<file path="src/hw/rtl/lldw_pkg.sv">
package lldw_pkg;

   localparam logic [23:0] END_MARK          = 24'hffffff;
   localparam logic [23:0] MAX_PACKETS_RESET = 24'd2000000;
   localparam logic [23:0] WORD_ALIGN_MASK   = 24'hfffffc;

   localparam logic ACTION_START = 1'b0;
   localparam logic ACTION_WORD  = 1'b1;

   localparam logic [1:0] KIND_READ  = 2'd0;
   localparam logic [1:0] KIND_GPU   = 2'd1;
   localparam logic [1:0] KIND_DONE  = 2'd2;
   localparam logic [1:0] KIND_ABORT = 2'd3;

   typedef struct packed {
      logic        action;
      logic [23:0] start_address;
      logic [31:0] mem_word;
   } item_type;

   typedef struct packed {
      logic [1:0]  kind;
      logic [23:0] read_address;
      logic [31:0] gpu_word;
      logic        last;
   } result_type;

   // Up to two results leave the walker for one input transaction.
   typedef struct packed {
      logic [1:0] count;
      result_type first;
      result_type second;
   } result_pair_type;

endpackage

</file>
<file path="src/hw/rtl/lldw_walk.sv">
module lldw_walk (
   input  logic                     clock,
   input  logic                     reset,
   input  logic                     go,
   input  lldw_pkg::item_type       item,
   input  logic [23:0]              max_packets,
   output lldw_pkg::result_pair_type results
);
   import lldw_pkg::*;

   localparam logic [1:0] PHASE_IDLE    = 2'd0;
   localparam logic [1:0] PHASE_HEADER  = 2'd1;
   localparam logic [1:0] PHASE_PAYLOAD = 2'd2;

   logic [1:0]  phase_ff, phase_in;
   logic [23:0] node_ff, node_in;
   logic [23:0] next_node_ff, next_node_in;
   logic [7:0]  words_left_ff, words_left_in;
   logic [23:0] payload_ff, payload_in;
   logic [24:0] count_ff, count_in;
   logic [23:0] prev_ff, prev_in;
   logic [23:0] lower_ff, lower_in;
   logic [23:0] upper_ff, upper_in;

   logic [23:0] e_addr;
   logic [23:0] b_prev, b_lower, b_upper;
   logic [24:0] b_count;
   logic        over, hit, below;
   result_type  enter_res;
   logic [1:0]  enter_phase;
   logic [24:0] enter_count;
   logic [23:0] enter_prev, enter_lower, enter_upper;
   logic [23:0] pa_hdr, pa_next;
   logic [7:0]  wl_dec;

   assign pa_hdr  = node_ff + 24'd4;
   assign pa_next = payload_ff + 24'd4;
   assign wl_dec  = words_left_ff - 8'd1;

   // Entering a node: packet limit first, then the three-address loop detector.
   always_comb begin
      if (item.action == ACTION_START) begin
         b_prev  = END_MARK;
         b_lower = END_MARK;
         b_upper = END_MARK;
         b_count = '0;
         e_addr  = item.start_address;
      end else begin
         b_prev  = prev_ff;
         b_lower = lower_ff;
         b_upper = upper_ff;
         b_count = count_ff;
         e_addr  = (phase_ff == PHASE_HEADER) ? item.mem_word[23:0] : next_node_ff;
      end
      over  = b_count > {1'b0, max_packets};
      hit   = (e_addr == b_lower) || (e_addr == b_upper);
      below = e_addr < b_prev;

      enter_count = over ? b_count : b_count + 25'd1;
      enter_prev  = b_prev;
      enter_lower = b_lower;
      enter_upper = b_upper;
      enter_res   = '0;
      enter_res.last = 1'b1;
      if (over || hit) begin
         enter_res.kind = KIND_ABORT;
         enter_phase    = PHASE_IDLE;
      end else begin
         enter_res.kind         = KIND_READ;
         enter_res.read_address = e_addr & WORD_ALIGN_MASK;
         enter_phase            = PHASE_HEADER;
         enter_prev             = e_addr;
         if (below) begin
            enter_lower = e_addr;
         end else begin
            enter_upper = e_addr;
         end
      end
   end

   always_comb begin
      phase_in      = phase_ff;
      node_in       = node_ff;
      next_node_in  = next_node_ff;
      words_left_in = words_left_ff;
      payload_in    = payload_ff;
      count_in      = count_ff;
      prev_in       = prev_ff;
      lower_in      = lower_ff;
      upper_in      = upper_ff;
      results       = '0;
      if (go) begin
         if (item.action == ACTION_START) begin
            words_left_in = '0;
            node_in       = item.start_address;
            phase_in      = enter_phase;
            count_in      = enter_count;
            prev_in       = enter_prev;
            lower_in      = enter_lower;
            upper_in      = enter_upper;
            results.count = 2'd1;
            results.first = enter_res;
         end else begin
            unique case (phase_ff)
               PHASE_HEADER: begin
                  words_left_in = item.mem_word[31:24];
                  next_node_in  = item.mem_word[23:0];
                  payload_in    = pa_hdr;
                  results.count = 2'd1;
                  if (item.mem_word[31:24] != 8'd0) begin
                     phase_in                   = PHASE_PAYLOAD;
                     results.first.kind         = KIND_READ;
                     results.first.read_address = pa_hdr & WORD_ALIGN_MASK;
                     results.first.last         = 1'b1;
                  end else if (item.mem_word[23:0] == END_MARK) begin
                     phase_in           = PHASE_IDLE;
                     results.first.kind = KIND_DONE;
                     results.first.last = 1'b1;
                  end else begin
                     node_in       = item.mem_word[23:0];
                     phase_in      = enter_phase;
                     count_in      = enter_count;
                     prev_in       = enter_prev;
                     lower_in      = enter_lower;
                     upper_in      = enter_upper;
                     results.first = enter_res;
                  end
               end
               PHASE_PAYLOAD: begin
                  results.count          = 2'd2;
                  results.first.kind     = KIND_GPU;
                  results.first.gpu_word = item.mem_word;
                  words_left_in          = wl_dec;
                  payload_in             = pa_next;
                  if (wl_dec != 8'd0) begin
                     results.second.kind         = KIND_READ;
                     results.second.read_address = pa_next & WORD_ALIGN_MASK;
                     results.second.last         = 1'b1;
                  end else if (next_node_ff == END_MARK) begin
                     phase_in            = PHASE_IDLE;
                     results.second.kind = KIND_DONE;
                     results.second.last = 1'b1;
                  end else begin
                     node_in        = next_node_ff;
                     phase_in       = enter_phase;
                     count_in       = enter_count;
                     prev_in        = enter_prev;
                     lower_in       = enter_lower;
                     upper_in       = enter_upper;
                     results.second = enter_res;
                  end
               end
               default: begin
                  // A memory word with no walk in progress is dropped.
                  results.count = 2'd0;
               end
            endcase
         end
      end
   end

   always_ff @(posedge clock) begin
      if (reset) begin
         phase_ff      <= PHASE_IDLE;
         node_ff       <= '0;
         next_node_ff  <= '0;
         words_left_ff <= '0;
         payload_ff    <= '0;
         count_ff      <= '0;
         prev_ff       <= END_MARK;
         lower_ff      <= END_MARK;
         upper_ff      <= END_MARK;
      end else begin
         phase_ff      <= phase_in;
         node_ff       <= node_in;
         next_node_ff  <= next_node_in;
         words_left_ff <= words_left_in;
         payload_ff    <= payload_in;
         count_ff      <= count_in;
         prev_ff       <= prev_in;
         lower_ff      <= lower_in;
         upper_ff      <= upper_in;
      end
   end

endmodule

</file>
<file path="src/hw/rtl/lldw_rsp_queue.sv">
module lldw_rsp_queue (
   input  logic                      clock,
   input  logic                      reset,
   input  lldw_pkg::result_pair_type push,
   input  logic                      out_ready,
   output logic                      out_valid,
   output lldw_pkg::result_type      out_result,
   output logic                      room
);
   import lldw_pkg::*;

   result_type  mem_ff [4];
   logic [1:0]  wr_ptr_ff, wr_ptr_in;
   logic [1:0]  rd_ptr_ff, rd_ptr_in;
   logic [2:0]  count_ff, count_in;
   logic        pop;
   logic [1:0]  wr_ptr_second;

   assign out_valid     = count_ff != 3'd0;
   assign out_result    = mem_ff[rd_ptr_ff];
   assign pop           = out_valid && out_ready;
   // Room means two free entries, so a transaction with two results always fits the queue.
   assign room          = count_ff <= 3'd2;
   assign wr_ptr_second = wr_ptr_ff + 2'd1;

   always_comb begin
      wr_ptr_in = wr_ptr_ff + push.count;
      rd_ptr_in = rd_ptr_ff + {1'b0, pop};
      count_in  = count_ff + {1'b0, push.count} - {2'b00, pop};
   end

   always_ff @(posedge clock) begin
      if (push.count != 2'd0) begin
         mem_ff[wr_ptr_ff] <= push.first;
      end
      if (push.count == 2'd2) begin
         mem_ff[wr_ptr_second] <= push.second;
      end
   end

   always_ff @(posedge clock) begin
      if (reset) begin
         wr_ptr_ff <= '0;
         rd_ptr_ff <= '0;
         count_ff  <= '0;
      end else begin
         wr_ptr_ff <= wr_ptr_in;
         rd_ptr_ff <= rd_ptr_in;
         count_ff  <= count_in;
      end
   end

endmodule

</file>
<file path="src/hw/rtl/linked_list_dma_walker_unit.sv">
// Linked-list DMA walker for a GPU DMA channel.
// The req channel carries two kinds of transaction, chosen by req_tuser: a start
// transaction gives the first node address, and a word transaction hands back the
// memory word answering the last read request. The rsp channel returns read
// requests, payload words for the GPU, and end-of-walk or abort markers; rsp_tlast
// marks the final result caused by one req transaction.
// csr_wr_en writes the packet limit from csr_wr_data; the user must write it only
// while no transaction is in flight, as the block does not enforce this.
// A req transaction is held in an input register, decided by the walker once the
// queue has two free entries, and written to a four-entry result queue for rsp.
// One req transaction per cycle while the queue has two free entries; a payload
// word causes two results, so during payload the single rsp port sets the pace.
// The input register advances only while the queue has two free entries, so a
// stalled receiver fills the queue and then holds req_tready low; nothing is lost.
// Reset clears the walk, empties the queue and sets the packet limit to 2000000.
module linked_list_dma_walker_unit (
   input  logic        clock,
   input  logic        reset,
   input  logic        req_tvalid,
   output logic        req_tready,
   input  logic [55:0] req_tdata,   // start_address [23:0], mem_word [55:24]
   input  logic        req_tuser,   // action
   output logic        rsp_tvalid,
   input  logic        rsp_tready,
   output logic [55:0] rsp_tdata,   // read_address [23:0], gpu_word [55:24]
   output logic [1:0]  rsp_tuser,   // kind
   output logic        rsp_tlast,
   input  logic        csr_wr_en,
   input  logic [23:0] csr_wr_data
);
   import lldw_pkg::*;

   logic            in_valid_ff, in_valid_in;
   item_type        in_item_ff, in_item_in;
   logic [23:0]     max_packets_ff, max_packets_in;
   logic            advance;
   logic            room;
   logic            req_accept;
   result_pair_type results;
   result_type      out_result;

   assign advance    = in_valid_ff && room;
   assign req_tready = !in_valid_ff || advance;
   assign req_accept = req_tvalid && req_tready;

   always_comb begin
      in_valid_in = in_valid_ff;
      in_item_in  = in_item_ff;
      if (req_accept) begin
         in_valid_in              = 1'b1;
         in_item_in.action        = req_tuser;
         in_item_in.start_address = req_tdata[23:0];
         in_item_in.mem_word      = req_tdata[55:24];
      end else if (advance) begin
         in_valid_in = 1'b0;
      end
      max_packets_in = csr_wr_en ? csr_wr_data : max_packets_ff;
   end

   always_ff @(posedge clock) begin
      if (reset) begin
         in_valid_ff    <= 1'b0;
         max_packets_ff <= MAX_PACKETS_RESET;
      end else begin
         in_valid_ff    <= in_valid_in;
         max_packets_ff <= max_packets_in;
      end
   end

   always_ff @(posedge clock) begin
      in_item_ff <= in_item_in;
   end

   lldw_walk u_walk (
      .clock       (clock),
      .reset       (reset),
      .go          (advance),
      .item        (in_item_ff),
      .max_packets (max_packets_ff),
      .results     (results)
   );

   lldw_rsp_queue u_queue (
      .clock      (clock),
      .reset      (reset),
      .push       (results),
      .out_ready  (rsp_tready),
      .out_valid  (rsp_tvalid),
      .out_result (out_result),
      .room       (room)
   );

   assign rsp_tdata = {out_result.gpu_word, out_result.read_address};
   assign rsp_tuser = out_result.kind;
   assign rsp_tlast = out_result.last;

endmodule

</file>
<file path="config.mk">
export PLATFORM = sky130hd
export DESIGN_NAME = linked_list_dma_walker_unit
export DESIGN_NICKNAME = d
export VERILOG_FILES = /design/src/hw/rtl/lldw_pkg.sv /design/src/hw/rtl/lldw_walk.sv /design/src/hw/rtl/lldw_rsp_queue.sv /design/src/hw/rtl/linked_list_dma_walker_unit.sv
export SDC_FILE = /design/constraint.sdc
export NUM_CORES = 1
export LEC_CHECK = 0
export BUFFER_PORTS_ARGS = -buffer_cell sky130_fd_sc_hd__buf_2
export CAP_MARGIN = 30
export CORE_MARGIN = 2
export CORE_UTILIZATION = 24
export DETAILED_ROUTE_END_ITERATION = 12
export GPL_TIMING_DRIVEN = 0
export PLACE_DENSITY_LB_ADDON = 0.08
export SETUP_SLACK_MARGIN = 0.2
export SLEW_MARGIN = 20
export SYNTH_ARGS = -nofsm -noshare
export SYNTH_HDL_FRONTEND = slang
export SYNTH_SLANG_ARGS = --single-unit
export TNS_END_PERCENT = 10
</file>
<file path="constraint.sdc">
create_clock -name clock -period 11.18 [get_ports clock]
set_clock_uncertainty 0.15 [all_clocks]
set_input_delay 2.795 -clock clock [delete_from_list [all_inputs] [get_ports clock]]
set_output_delay 2.795 -clock clock [all_outputs]
set_load 0.01 [all_outputs]
</file>
==> results of run 1 <==
final timing paths:
path	cells past startpoint	from	end	slack (ns)
setup reg to reg	22	in_item_ff[56]$_DFFE_PP_	u_queue.mem_ff[2][47]$_DFFE_PP_	1.72
hold reg to reg	2	u_queue.mem_ff[2][31]$_SDFFE_PP0P_	u_queue.mem_ff[2][31]$_SDFFE_PP0P_	0.32
hold / removal	2	u_queue.mem_ff[2][31]$_SDFFE_PP0P_	u_queue.mem_ff[2][31]$_SDFFE_PP0P_	0.32
setup / recovery	22	in_item_ff[56]$_DFFE_PP_	u_queue.mem_ff[2][47]$_DFFE_PP_	1.72
flip-flops by register name, indices dropped and copies added (netlist names), 3 cells and up:
signal / flops
max_packets_ff: 24
u_walk.node_ff: 22
u_walk.upper_ff: 24
u_walk.words_left_ff: 8
u_walk.count_ff: 25
u_walk.prev_ff: 24
in_item_ff: 57
u_walk.lower_ff: 24
u_queue.mem_ff: 228
u_queue.count_ff: 3
u_walk.payload_ff: 22
u_walk.next_node_ff: 24
stage by stage:
step / hold slack, ns / worst slack [ns]
global route: 0.339 / 1.52
detailed placement: 0.309 / 1.92
floorplan: 0.288 / 5.75
CTS: 0.322 / 1.87
finish: 0.322 / 1.72
global placement: 0.299 / 1.55
logic make-up (layout without fill, tap and decap cells):
| logic type | Yosys count | after routing | share of synthesized area |
|---|---|---|---|
| simple gates | 895 | 895 | 0.165 |
| mux | 126 | 126 | 0.0831 |
| fa+ha+maj | 60 | 60 | 0.0307 |
| flops | 492 | 492 | 0.467 |
| other cells | 1 | 3 | 0.000153 |
| buf+inv | 259 | 534 | 0.0441 |
| compound gates | 663 | 663 | 0.181 |
| xor+xnor | 81 | 81 | 0.0290 |
layer usage:
layer	track usage	vias up
li1	-	9940
met2	0.327	896
met4	0.0539	0
met5	0	-
met1	0.287	10872
met3	0.0295	134
final cells by class:
cell class	count	area share
antenna	1	0.0000854
buffer	182	0.0270
clock buffer	100	0.0673
clock inverter	18	0.00632
inverter	77	0.00986
multi-input combinational	1827	0.409
sequential	492	0.390
tap	1368	0.0584
timing repair buffer	157	0.0326
critical path, delay by kind of cell, from the launching register on:
family | cells | cell delay [ns]
flip-flops | 1 | 0.55
buffers and inverters | 12 | 5.08
adder cells (fa/ha/maj) | 2 | 0.46
AO/OA/AOI/OAI | 6 | 2.44
AND/OR/NAND/NOR | 2 | 0.39
report_power, final:
| part | internal (mW) | switching [mW] | total, mW | leakage, nW |
|---|---|---|---|---|
| logic | 0.297 | 0.528 | 0.825 | 4.93 |
| clock network | 1.27 | 0.864 | 2.13 | 1.05 |
| registers | 1.92 | 0.0805 | 2.00 | 4.26 |
layout by cell type, fill, tap and decap left out, types with 11 or more instances in the layout:
| cell type | count |
|---|---|
| o211ai_1 | 11 |
| and3_1 | 17 |
| clkbuf_8 | 13 |
| nor3_1 | 20 |
| o21ai_0 | 153 |
| and2_1 | 27 |
| xnor2_1 | 47 |
| inv_1 | 75 |
| buf_6 | 13 |
| o32ai_1 | 21 |
| o32a_1 | 24 |
| o221ai_1 | 31 |
| mux4_2 | 57 |
| nand4_1 | 39 |
| mux2i_1 | 58 |
| buf_2 | 161 |
| edfxtp_1 | 157 |
| a31oi_1 | 11 |
| xor2_1 | 34 |
| a21o_1 | 41 |
| clkbuf_1 | 145 |
| a21oi_1 | 162 |
| a2bb2oi_1 | 45 |
| ha_1 | 56 |
| nor2_1 | 262 |
| a22oi_1 | 36 |
| or3_1 | 14 |
| buf_1 | 27 |
| nand3_1 | 163 |
| o22ai_1 | 48 |
| nand2b_1 | 18 |
| nand2_1 | 288 |
| dfxtp_1 | 335 |
| clkbuf_16 | 69 |
==> qor.txt, run 1 <==
Root Buffer - clkbuf_16
placed cell count - 4100
H-tree levels - 3
normalized max-slew margin - 0.318
drt via density - 5.17
initial antenna violation count - 3
Placed Instance Area - 27100 µm²
Num CTS Buffers - 66
WL/cell - 25.7 µm
final hold vios - 0
clk slew on worst S/H paths - 0.06 ns
Post-synth EDFFs - 157
Synth Cell Area - 24400 µm²
register bit total from synthesis - 492
Post-Route Utilization - 0.289
Detail Placement HPWL - 81.4 mm
Clk Latency, worst-skew pair - 0.62 ns
Port-buffer cells - 142
Leak Pwr - 10.2 nW
largest cells by area after synthesis - dfxtp_1, edfxtp_1, mux4_2, nand2_1, nor2_1
Max-Cap Viols - 0
Fmax - 106 MHz
DR WL met3 - 6.85 mm
Finished Cell Area - 29300 µm²
Slowest-stage cell, CP - a2111oi_0
Least-Margin Pin Slew - 0.994 ns
Peak VDD IR - 0.0835 mV
Netlist cell types - 81
GRT overflow - 0
top cell type's share of synthesized area - 0.274
DR WL met2 - 49.8 mm
WP data required - 11.32 ns
total power - 4.96 mW
CTS tree - yes
die height - 323 µm
CP arrival - 9.60 ns
Chip Width - 323 µm
Final setup violation count - 0
NumNets Final - 2946
largest net degree at the start of global routing - 53
highest metal used - met4
PD cells - 169 nW/µm²
leading area contributor after synthesis - dfxtp_1
outcome - complete, no violations
first-pass GRT wire length - 155 mm
Slowest Stage Delay on Critical Path - 0.87 ns
fin. max-slew vios - 0
post-synthesis sequential area ratio - 0.467
I/O pin total - 147
Resize count post-CTS - 0
DR DRC count - 0
CP Cell Sequence - buf_2 -> buf_2 -> buf_2 -> buf_2 -> clkbuf_1 -> clkbuf_1 -> buf_1 -> clkbuf_1 -> buf_2 -> and2_1 -> ha_1 -> inv_1 -> maj3_1 -> a211o_1 -> a2111oi_0 -> a311o_1 -> a21oi_1 -> and2_1 -> buf_6 -> buf_2 -> a21oi_1 -> o22ai_1
CP endpoint kind - flip-flop
Syn-to-layout area delta - 19.9%
register area - 11400 µm²
# fillers - 10719
drt total wl - 108 mm
multi-input logic area - 12000 µm²
critical path launch point type - flip-flop
top cells by count, synth - dfxtp_1, nand2_1, nor2_1
drt pass-1 iters - 6
GRT Overall Usage - 0.204
clk buf depth - 3
clock sink count - 492
FFs w/ async S/R, synth - 0
Via Count - 21842
vias in the first global route - 21345
row count - 117
most used cell, CP - buf_2
ratio of cells with drive above 1 in the final layout - 0.133
Crit Path Category - flip-flop to flip-flop
gpl congestion - 0.895
HP Class - flip-flop to flip-flop
post-layout min period - 9.46 ns
Non-Filler Instances - 4222
Final ANT Viol Nets - 0
Initial Util - 0.241
die footprint - 104000 µm²
Iteration-0 DRC Markers - 1943
CP max FO - 10
Core Region - 101000 µm²
cell count after synthesis - 2577
fin crit share - 0.846
hold buffers post-CTS - 0
Sum Neg Setup Slack - 0 ns
Setup Fix Bufs, Post-CTS - 0
Syn Area/Cell - 9.49 µm²
most common cell in the netlist - dfxtp_1
RSZ-0062 raised after global routing - no
Ys Warns - 0
Top FF cell, synth - dfxtp_1
met1 WL - 49.4 mm
No activity file was read; power rests on OpenSTA's default activity.
==> run 2: changes to the inputs <==
==> constraint.sdc (replaced) <==
create_clock -name clock -period 9.5 [get_ports clock]
set_clock_uncertainty 0.15 [all_clocks]
set_input_delay 2.375 -clock clock [delete_from_list [all_inputs] [get_ports clock]]
set_output_delay 2.375 -clock clock [all_outputs]
set_load 0.01 [all_outputs]
==> qor.txt, run 2 (synthesis gave the netlist of run 1 again) <==
outcome - complete, no violations
commonest non-fill, non-tap cells in the layout - dfxtp_1, nand2_1, nor2_1
Initial Util - 0.241 (unchanged)
most flop-heavy register - u_queue.mem_ff
Root Buffer - clkbuf_16
clk buf depth - 3 (unchanged)
HP Class - flip-flop to flip-flop
PD cells - 199 nW/µm² (+18%)
Clock Power Share - 0.430 (about the same)
die height - 323 µm (unchanged)
Post-Route Utilization - 0.289 (about the same)
drt total wl - 108 mm (about the same)
largest net degree at the start of global routing - 53 (unchanged)
drt via density - 5.17 (about the same)
placed cell count - 4100 (unchanged)
Placed Instance Area - 27100 µm² (unchanged)
Iteration-0 DRC Markers - 1957 (+0.72%)
clock sink count - 492 (unchanged)
Seq pwr share - 0.404 (about the same)
die footprint - 104000 µm² (unchanged)
Finished Cell Area - 29300 µm² (about the same)
GRT Overall Usage - 0.204 (unchanged)
CTS tree - yes
GRT overflow - 0 (unchanged)
CP arrival - 8.90 ns (-0.70 ns)
final hold slack - 0.322 ns (+0.00000300 ns)
register area - 11400 µm² (unchanged)
fin crit share - 0.922 (+0.0758)
Non-Filler Instances - 4222 (unchanged)
RSZ-0062 raised after global routing - no
max FFs per register - 228 (unchanged)
post-layout min period - 8.76 ns (-0.701 ns)
Least-Margin Pin Slew - 0.987 ns (-0.00768 ns)
vias in the first global route - 21345 (unchanged)
fin. max-slew vios - 0 (unchanged)
CP endpoint kind - flip-flop
Setup Fix Bufs, Post-CTS - 0 (unchanged)
final hold vios - 0 (unchanged)
Max-Cap Viols - 0 (unchanged)
multi-input logic area - 12000 µm² (unchanged)
Syn-to-layout area delta - 19.9% (about the same)
I/O pin total - 147 (unchanged)
Port-buffer cells - 142 (unchanged)
Setup crit start - in_item_ff[56]$_DFFE_PP_
Num CTS Buffers - 66 (unchanged)
DR DRC count - 0 (unchanged)
most common cell after layout, fill and taps aside - dfxtp_1
Fmax - 114 MHz (+8.0%)
Cell Int Power - 4.10 mW (+18%)
initial antenna violation count - 3 (unchanged)
critical path launch point type - flip-flop
dpl ws - 0.242 ns (-1.68 ns)
fin worst setup slack - 0.745 ns (-0.979 ns)
WL/cell - 25.7 µm (about the same)
gpl congestion - 0.895 (unchanged)
ratio of cells with drive above 1 in the final layout - 0.134 (+0.000701)
r2r startpoint - in_item_ff[56]$_DFFE_PP_
Detail Placement HPWL - 81.4 mm (unchanged)
Chip Width - 323 µm (unchanged)
row count - 117 (unchanged)
Crit Path Category - flip-flop to flip-flop
Core Region - 101000 µm² (unchanged)
drt pass-1 iters - 6 (unchanged)
hold buffers post-CTS - 0 (unchanged)
Peak VDD IR - 0.0982 mV (+18%)
Leak Pwr - 10.2 nW (about the same)
# fillers - 10718 (-0.0093%)
Clk Latency, worst-skew pair - 0.62 ns (about the same)
worst hold start - u_queue.mem_ff[2][31]$_SDFFE_PP0P_
switching power - 1.73 mW (+18%)
clk slew on worst S/H paths - 0.06 ns (about the same)
largest registers - u_queue.mem_ff x228, in_item_ff x57, u_walk.count_ff x25
Resize count post-CTS - 1 (+1)
first-pass GRT wire length - 155 mm (unchanged)
switching share of power - 0.297 (about the same)
NumNets Final - 2946 (unchanged)
Via Count - 21832 (-0.046%)
WP data required - 9.64 ns (-1.68 ns)
H-tree levels - 3 (unchanged)
CP max FO - 10 (unchanged)
Combinational Power Share - 0.166 (about the same)
Final setup violation count - 0 (unchanged)
normalized max-slew margin - 0.323 (+0.00527)
Final ANT Viol Nets - 0 (unchanged)
==> run 2: cell count changes in the layout (fill, tap and decap cells not counted) <==
cell,delta
clkbuf_1,-2
clkbuf_2,+2
==> run 2: metal layers <==
layer	vias to the layer above	wire [µm]	global-route usage
met5	-	0	0
met1	10886	49700	0.287
li1	9945	-	-
met2	872	49800	0.327
met3	129	6480	0.0295
met4	0	2300	0.0539
==> run 2: cell type report <==
| cell class | count | area share |
|---|---|---|
| Clock inverter | 18 | 0.00632 |
| Tap cell | 1368 | 0.0584 |
| Sequential cell | 492 | 0.390 |
| Antenna cell | 1 | 0.0000854 |
| Inverter | 77 | 0.00986 |
| Clock buffer | 100 | 0.0673 |
| Timing Repair Buffer | 157 | 0.0326 |
| Multi-Input combinational cell | 1827 | 0.409 |
| Buffer | 182 | 0.0271 |
==> run 2: worst paths after layout <==
kind                                        endpoint  slack (ns)  depth (start not counted)
setup / recovery     u_queue.mem_ff[2][47]$_DFFE_PP_        0.74                         22
hold / removal    u_queue.mem_ff[2][31]$_SDFFE_PP0P_        0.32                          2
setup reg to reg     u_queue.mem_ff[2][47]$_DFFE_PP_        0.74                         22
hold reg to reg   u_queue.mem_ff[2][31]$_SDFFE_PP0P_        0.32                          2
==> run 2: stage by stage <==
| stage | setup TNS, ns | power, mW |
|---|---|---|
| floorplan | 0 | 2.92 |
| global placement | -2.18 | 3.35 |
| detailed placement | 0 | 3.37 |
| CTS | 0 | 5.91 |
| global route | 0 | 6.07 |
| finish | 0 | 5.84 |
==> run 2: power groups by stage <==
stage | Clock [mW] | Combinational (mW) | Sequential (mW)
after floorplan | 0 | 0.571 | 2.35
after global placement | 0 | 0.948 | 2.40
after detailed placement | 0 | 0.972 | 2.40
after CTS | 2.58 | 0.976 | 2.35
after global routing | 2.66 | 1.05 | 2.36
final | 2.51 | 0.971 | 2.36
==> run 2: worst max-delay path: stages (launching register included) <==
cell       delay (ns)
edfxtp_1         0.55
buf_2            0.34
buf_2            0.36
buf_2            0.33
buf_2            0.40
clkbuf_2         0.47
clkbuf_1         0.60
buf_1            0.55
clkbuf_2         0.50
buf_2            0.41
and2_1           0.19
ha_1             0.14
inv_1            0.04
maj3_1           0.32
a211o_1          0.27
a2111oi_0        0.87
a311o_1          0.27
a21oi_1          0.18
and2_1           0.20
buf_6            0.16
buf_2            0.24
a21oi_1          0.63
o22ai_1          0.22
==> run 3: changes to the inputs <==
--- a/config.mk
+++ b/config.mk
@@ -7,13 +7,13 @@
 export LEC_CHECK = 0
 export BUFFER_PORTS_ARGS = -buffer_cell sky130_fd_sc_hd__buf_2
 export CAP_MARGIN = 30
+export CORE_ASPECT_RATIO = 0.75
 export CORE_MARGIN = 2
 export CORE_UTILIZATION = 24
 export DETAILED_ROUTE_END_ITERATION = 12
 export GPL_TIMING_DRIVEN = 0
 export PLACE_DENSITY_LB_ADDON = 0.08
 export SETUP_SLACK_MARGIN = 0.2
-export SLEW_MARGIN = 20
 export SYNTH_ARGS = -nofsm -noshare
 export SYNTH_HDL_FRONTEND = slang
 export SYNTH_SLANG_ARGS = --single-unit
==> qor.txt, run 3 (synthesis gave the netlist of run 1 again) <==
CP Capture Point - u_queue.mem_ff[2][38]$_DFFE_PP_
clk slew on worst S/H paths - 0.06 ns (about the same)
Clk Latency, worst-skew pair - 0.68 ns (+0.06 ns)
Syn-to-layout area delta - 18.5%
WP data required - 9.82 ns (+0.18 ns)
Worst R2R Setup Slack - 0.83 ns (+0.09 ns)
I/O pin total - 147 (unchanged)
initial antenna violation count - 3 (unchanged)
HP Class - flip-flop to flip-flop
hold buffers post-CTS - 0 (unchanged)
die footprint - 104000 µm² (about the same)
Max-Cap Viols - 0 (unchanged)
WL/cell - 26.2 µm (+2.0%)
CP arrival - 8.99 ns (+0.09 ns)
met1 WL - 53.8 mm (+8.2%)
Final setup violation count - 0 (unchanged)
vias in the first global route - 21461 (+0.54%)
Post-Route Utilization - 0.287 (-0.00234)
drt via density - 5.23 (+1.1%)
Core Region - 101000 µm² (-0.35%)
ratio of cells with drive above 1 in the final layout - 0.129 (-0.00415)
Critical R2R Capture - u_queue.mem_ff[2][38]$_DFFE_PP_
Setup crit start - in_item_ff[56]$_DFFE_PP_
row count - 101 (-14%)
GRT Overall Usage - 0.206 (+0.00196)
CP endpoint kind - flip-flop
cells on worst reg2reg path - 22 (unchanged)
Peak VDD IR - 0.152 mV (+55%)
DR WL met3 - 7.82 mm (+21%)
r2r startpoint - in_item_ff[56]$_DFFE_PP_
Fmax - 115 MHz (+1.0%)
die height - 280 µm (-13%)
Num CTS Buffers - 58 (-12%)
outcome - complete, no violations
final hold vios - 0 (unchanged)
Iteration-0 DRC Markers - 2136 (+9.1%)
RSZ-0062 raised after global routing - no
Port-buffer cells - 142 (unchanged)
most flop-heavy register - u_queue.mem_ff
largest net degree at the start of global routing - 58 (+9.4%)
first-pass GRT wire length - 157 mm (+1.3%)
post-layout min period - 8.67 ns (-0.0872 ns)
Detail Placement HPWL - 83.1 mm (+2.1%)
Chip Width - 373 µm (+15%)
DR DRC count - 0 (unchanged)
gpl congestion - 0.882 (-1.5%)
NumNets Final - 2939 (-0.24%)
Root Buffer - clkbuf_16
drt total wl - 109 mm (+1.1%)
Crit Path Category - flip-flop to flip-flop
most common cell after layout, fill and taps aside - dfxtp_1
CTS tree - yes
fin. max-slew vios - 0 (unchanged)
CP max FO - 10 (unchanged)
critical path launch point type - flip-flop
Final ANT Viol Nets - 0 (unchanged)
drt pass-1 iters - 5 (-1)
Via Count - 21869 (+0.17%)
commonest non-fill, non-tap cells in the layout - dfxtp_1, nand2_1, nor2_1
largest registers - u_queue.mem_ff x228, in_item_ff x57, u_walk.count_ff x25
GRT overflow - 0 (unchanged)
clk buf depth - 3 (unchanged)
H-tree levels - 2 (-1)
Initial Util - 0.242 (+0.000838)
fin crit share - 0.912 (-0.00918)
Least-Margin Pin Slew - 1.14 ns (+0.151 ns)
Leak Pwr - 10.1 nW (-1.3%)
DR WL met2 - 46.0 mm (-7.7%)
Sum Neg Setup Slack - 0 ns (unchanged)
normalized max-slew margin - 0.220 (-0.104)
PD cells - 195 nW/µm² (-1.8%)
ANT cells - 0 (-1)
highest metal used - met4
max FFs per register - 228 (unchanged)
clock sink count - 492 (unchanged)
[run 3: cell count changes in the layout (fill, tap and decap cells not counted), moves of 3 or more]
cell,previous run,this run
clkbuf_16,69,59
buf_8,1,7
buf_16,5,1
buf_6,13,9
clkbuf_8,13,10
clkinv_2,2,5
clkinv_8,3,0
[run 3: metal layers]
layer | up-vias | GRT usage
li1 | 9927 | -
met1 | 10996 | 0.312
met2 | 830 | 0.301
met3 | 116 | 0.0397
met4 | 0 | 0.0428
met5 | - | 0
[run 3: area by class of cell]
cell class	instances	area (µm²)
flip-flops and latches	492	11400
well taps	1339	1680
clock buffers	86	1680
plain buffers	182	793
fillers	10771	72100
inverters	77	289
multi-input cells	1827	12000
clock inverters	22	241
repair buffers	158	910
[run 3: critical path, stage by stage (launching register included)]
cell      delay, ns
edfxtp_1       0.61
buf_2          0.39
buf_2          0.41
buf_2          0.34
buf_2          0.40
clkbuf_1       0.62
clkbuf_2       0.48
clkbuf_2       0.49
clkbuf_2       0.47
buf_2          0.42
and2_1         0.23
ha_1           0.25
nor3b_1        0.14
a221oi_1       0.25
o21bai_1       0.15
maj3_1         0.40
a311o_1        0.32
a21oi_1        0.36
and2_1         0.21
buf_6          0.19
buf_2          0.34
nand2_1        0.40
o221ai_1       0.40
[run 3: power by group]
group / leakage [nW] / internal, mW / total, mW / switching [mW]
combinational: 4.92 / 0.356 / 0.991 / 0.634
clock: 0.924 / 1.31 / 2.31 / 1.00
sequential: 4.26 / 2.26 / 2.36 / 0.101
[run 3: how the worst min path moves through the flow]
stage	from	to	slack (ns)	cells after the start
after floorplan	u_queue.mem_ff[1][32]$_SDFFE_PP0P_	u_queue.mem_ff[1][32]$_SDFFE_PP0P_	0.29	2
after global placement	u_queue.mem_ff[1][18]$_SDFFE_PP0P_	u_queue.mem_ff[1][18]$_SDFFE_PP0P_	0.30	2
after detailed placement	u_queue.mem_ff[2][27]$_SDFFE_PP0P_	u_queue.mem_ff[2][27]$_SDFFE_PP0P_	0.31	2
after CTS	u_queue.mem_ff[2][27]$_SDFFE_PP0P_	u_queue.mem_ff[2][27]$_SDFFE_PP0P_	0.32	2
after global routing	u_queue.mem_ff[3][25]$_SDFFE_PP0P_	u_queue.mem_ff[3][25]$_SDFFE_PP0P_	0.35	2
final	u_queue.mem_ff[2][27]$_SDFFE_PP0P_	u_queue.mem_ff[2][27]$_SDFFE_PP0P_	0.32	2
[run 3: through the flow]
stage               hold slack (ns)  std cells  setup WS [ns]  power (mW)  area [µm²]
finish                        0.318       4183          0.832        5.66       29000
global route                  0.347       4183          0.383        5.88       29000
CTS                           0.321       4181          0.320        5.72       29000
detailed placement            0.306       4073         0.0773        3.39       27000
global placement              0.300       4059        0.00930        3.35       26800
floorplan                     0.288       2578           4.07        2.92       24500
[run 3: repair_timing]
item,CTS,global route
setup buffers,0,0
pin swaps,0,0
gates resized for setup,2,3
endpoints found under the setup margin,54,124
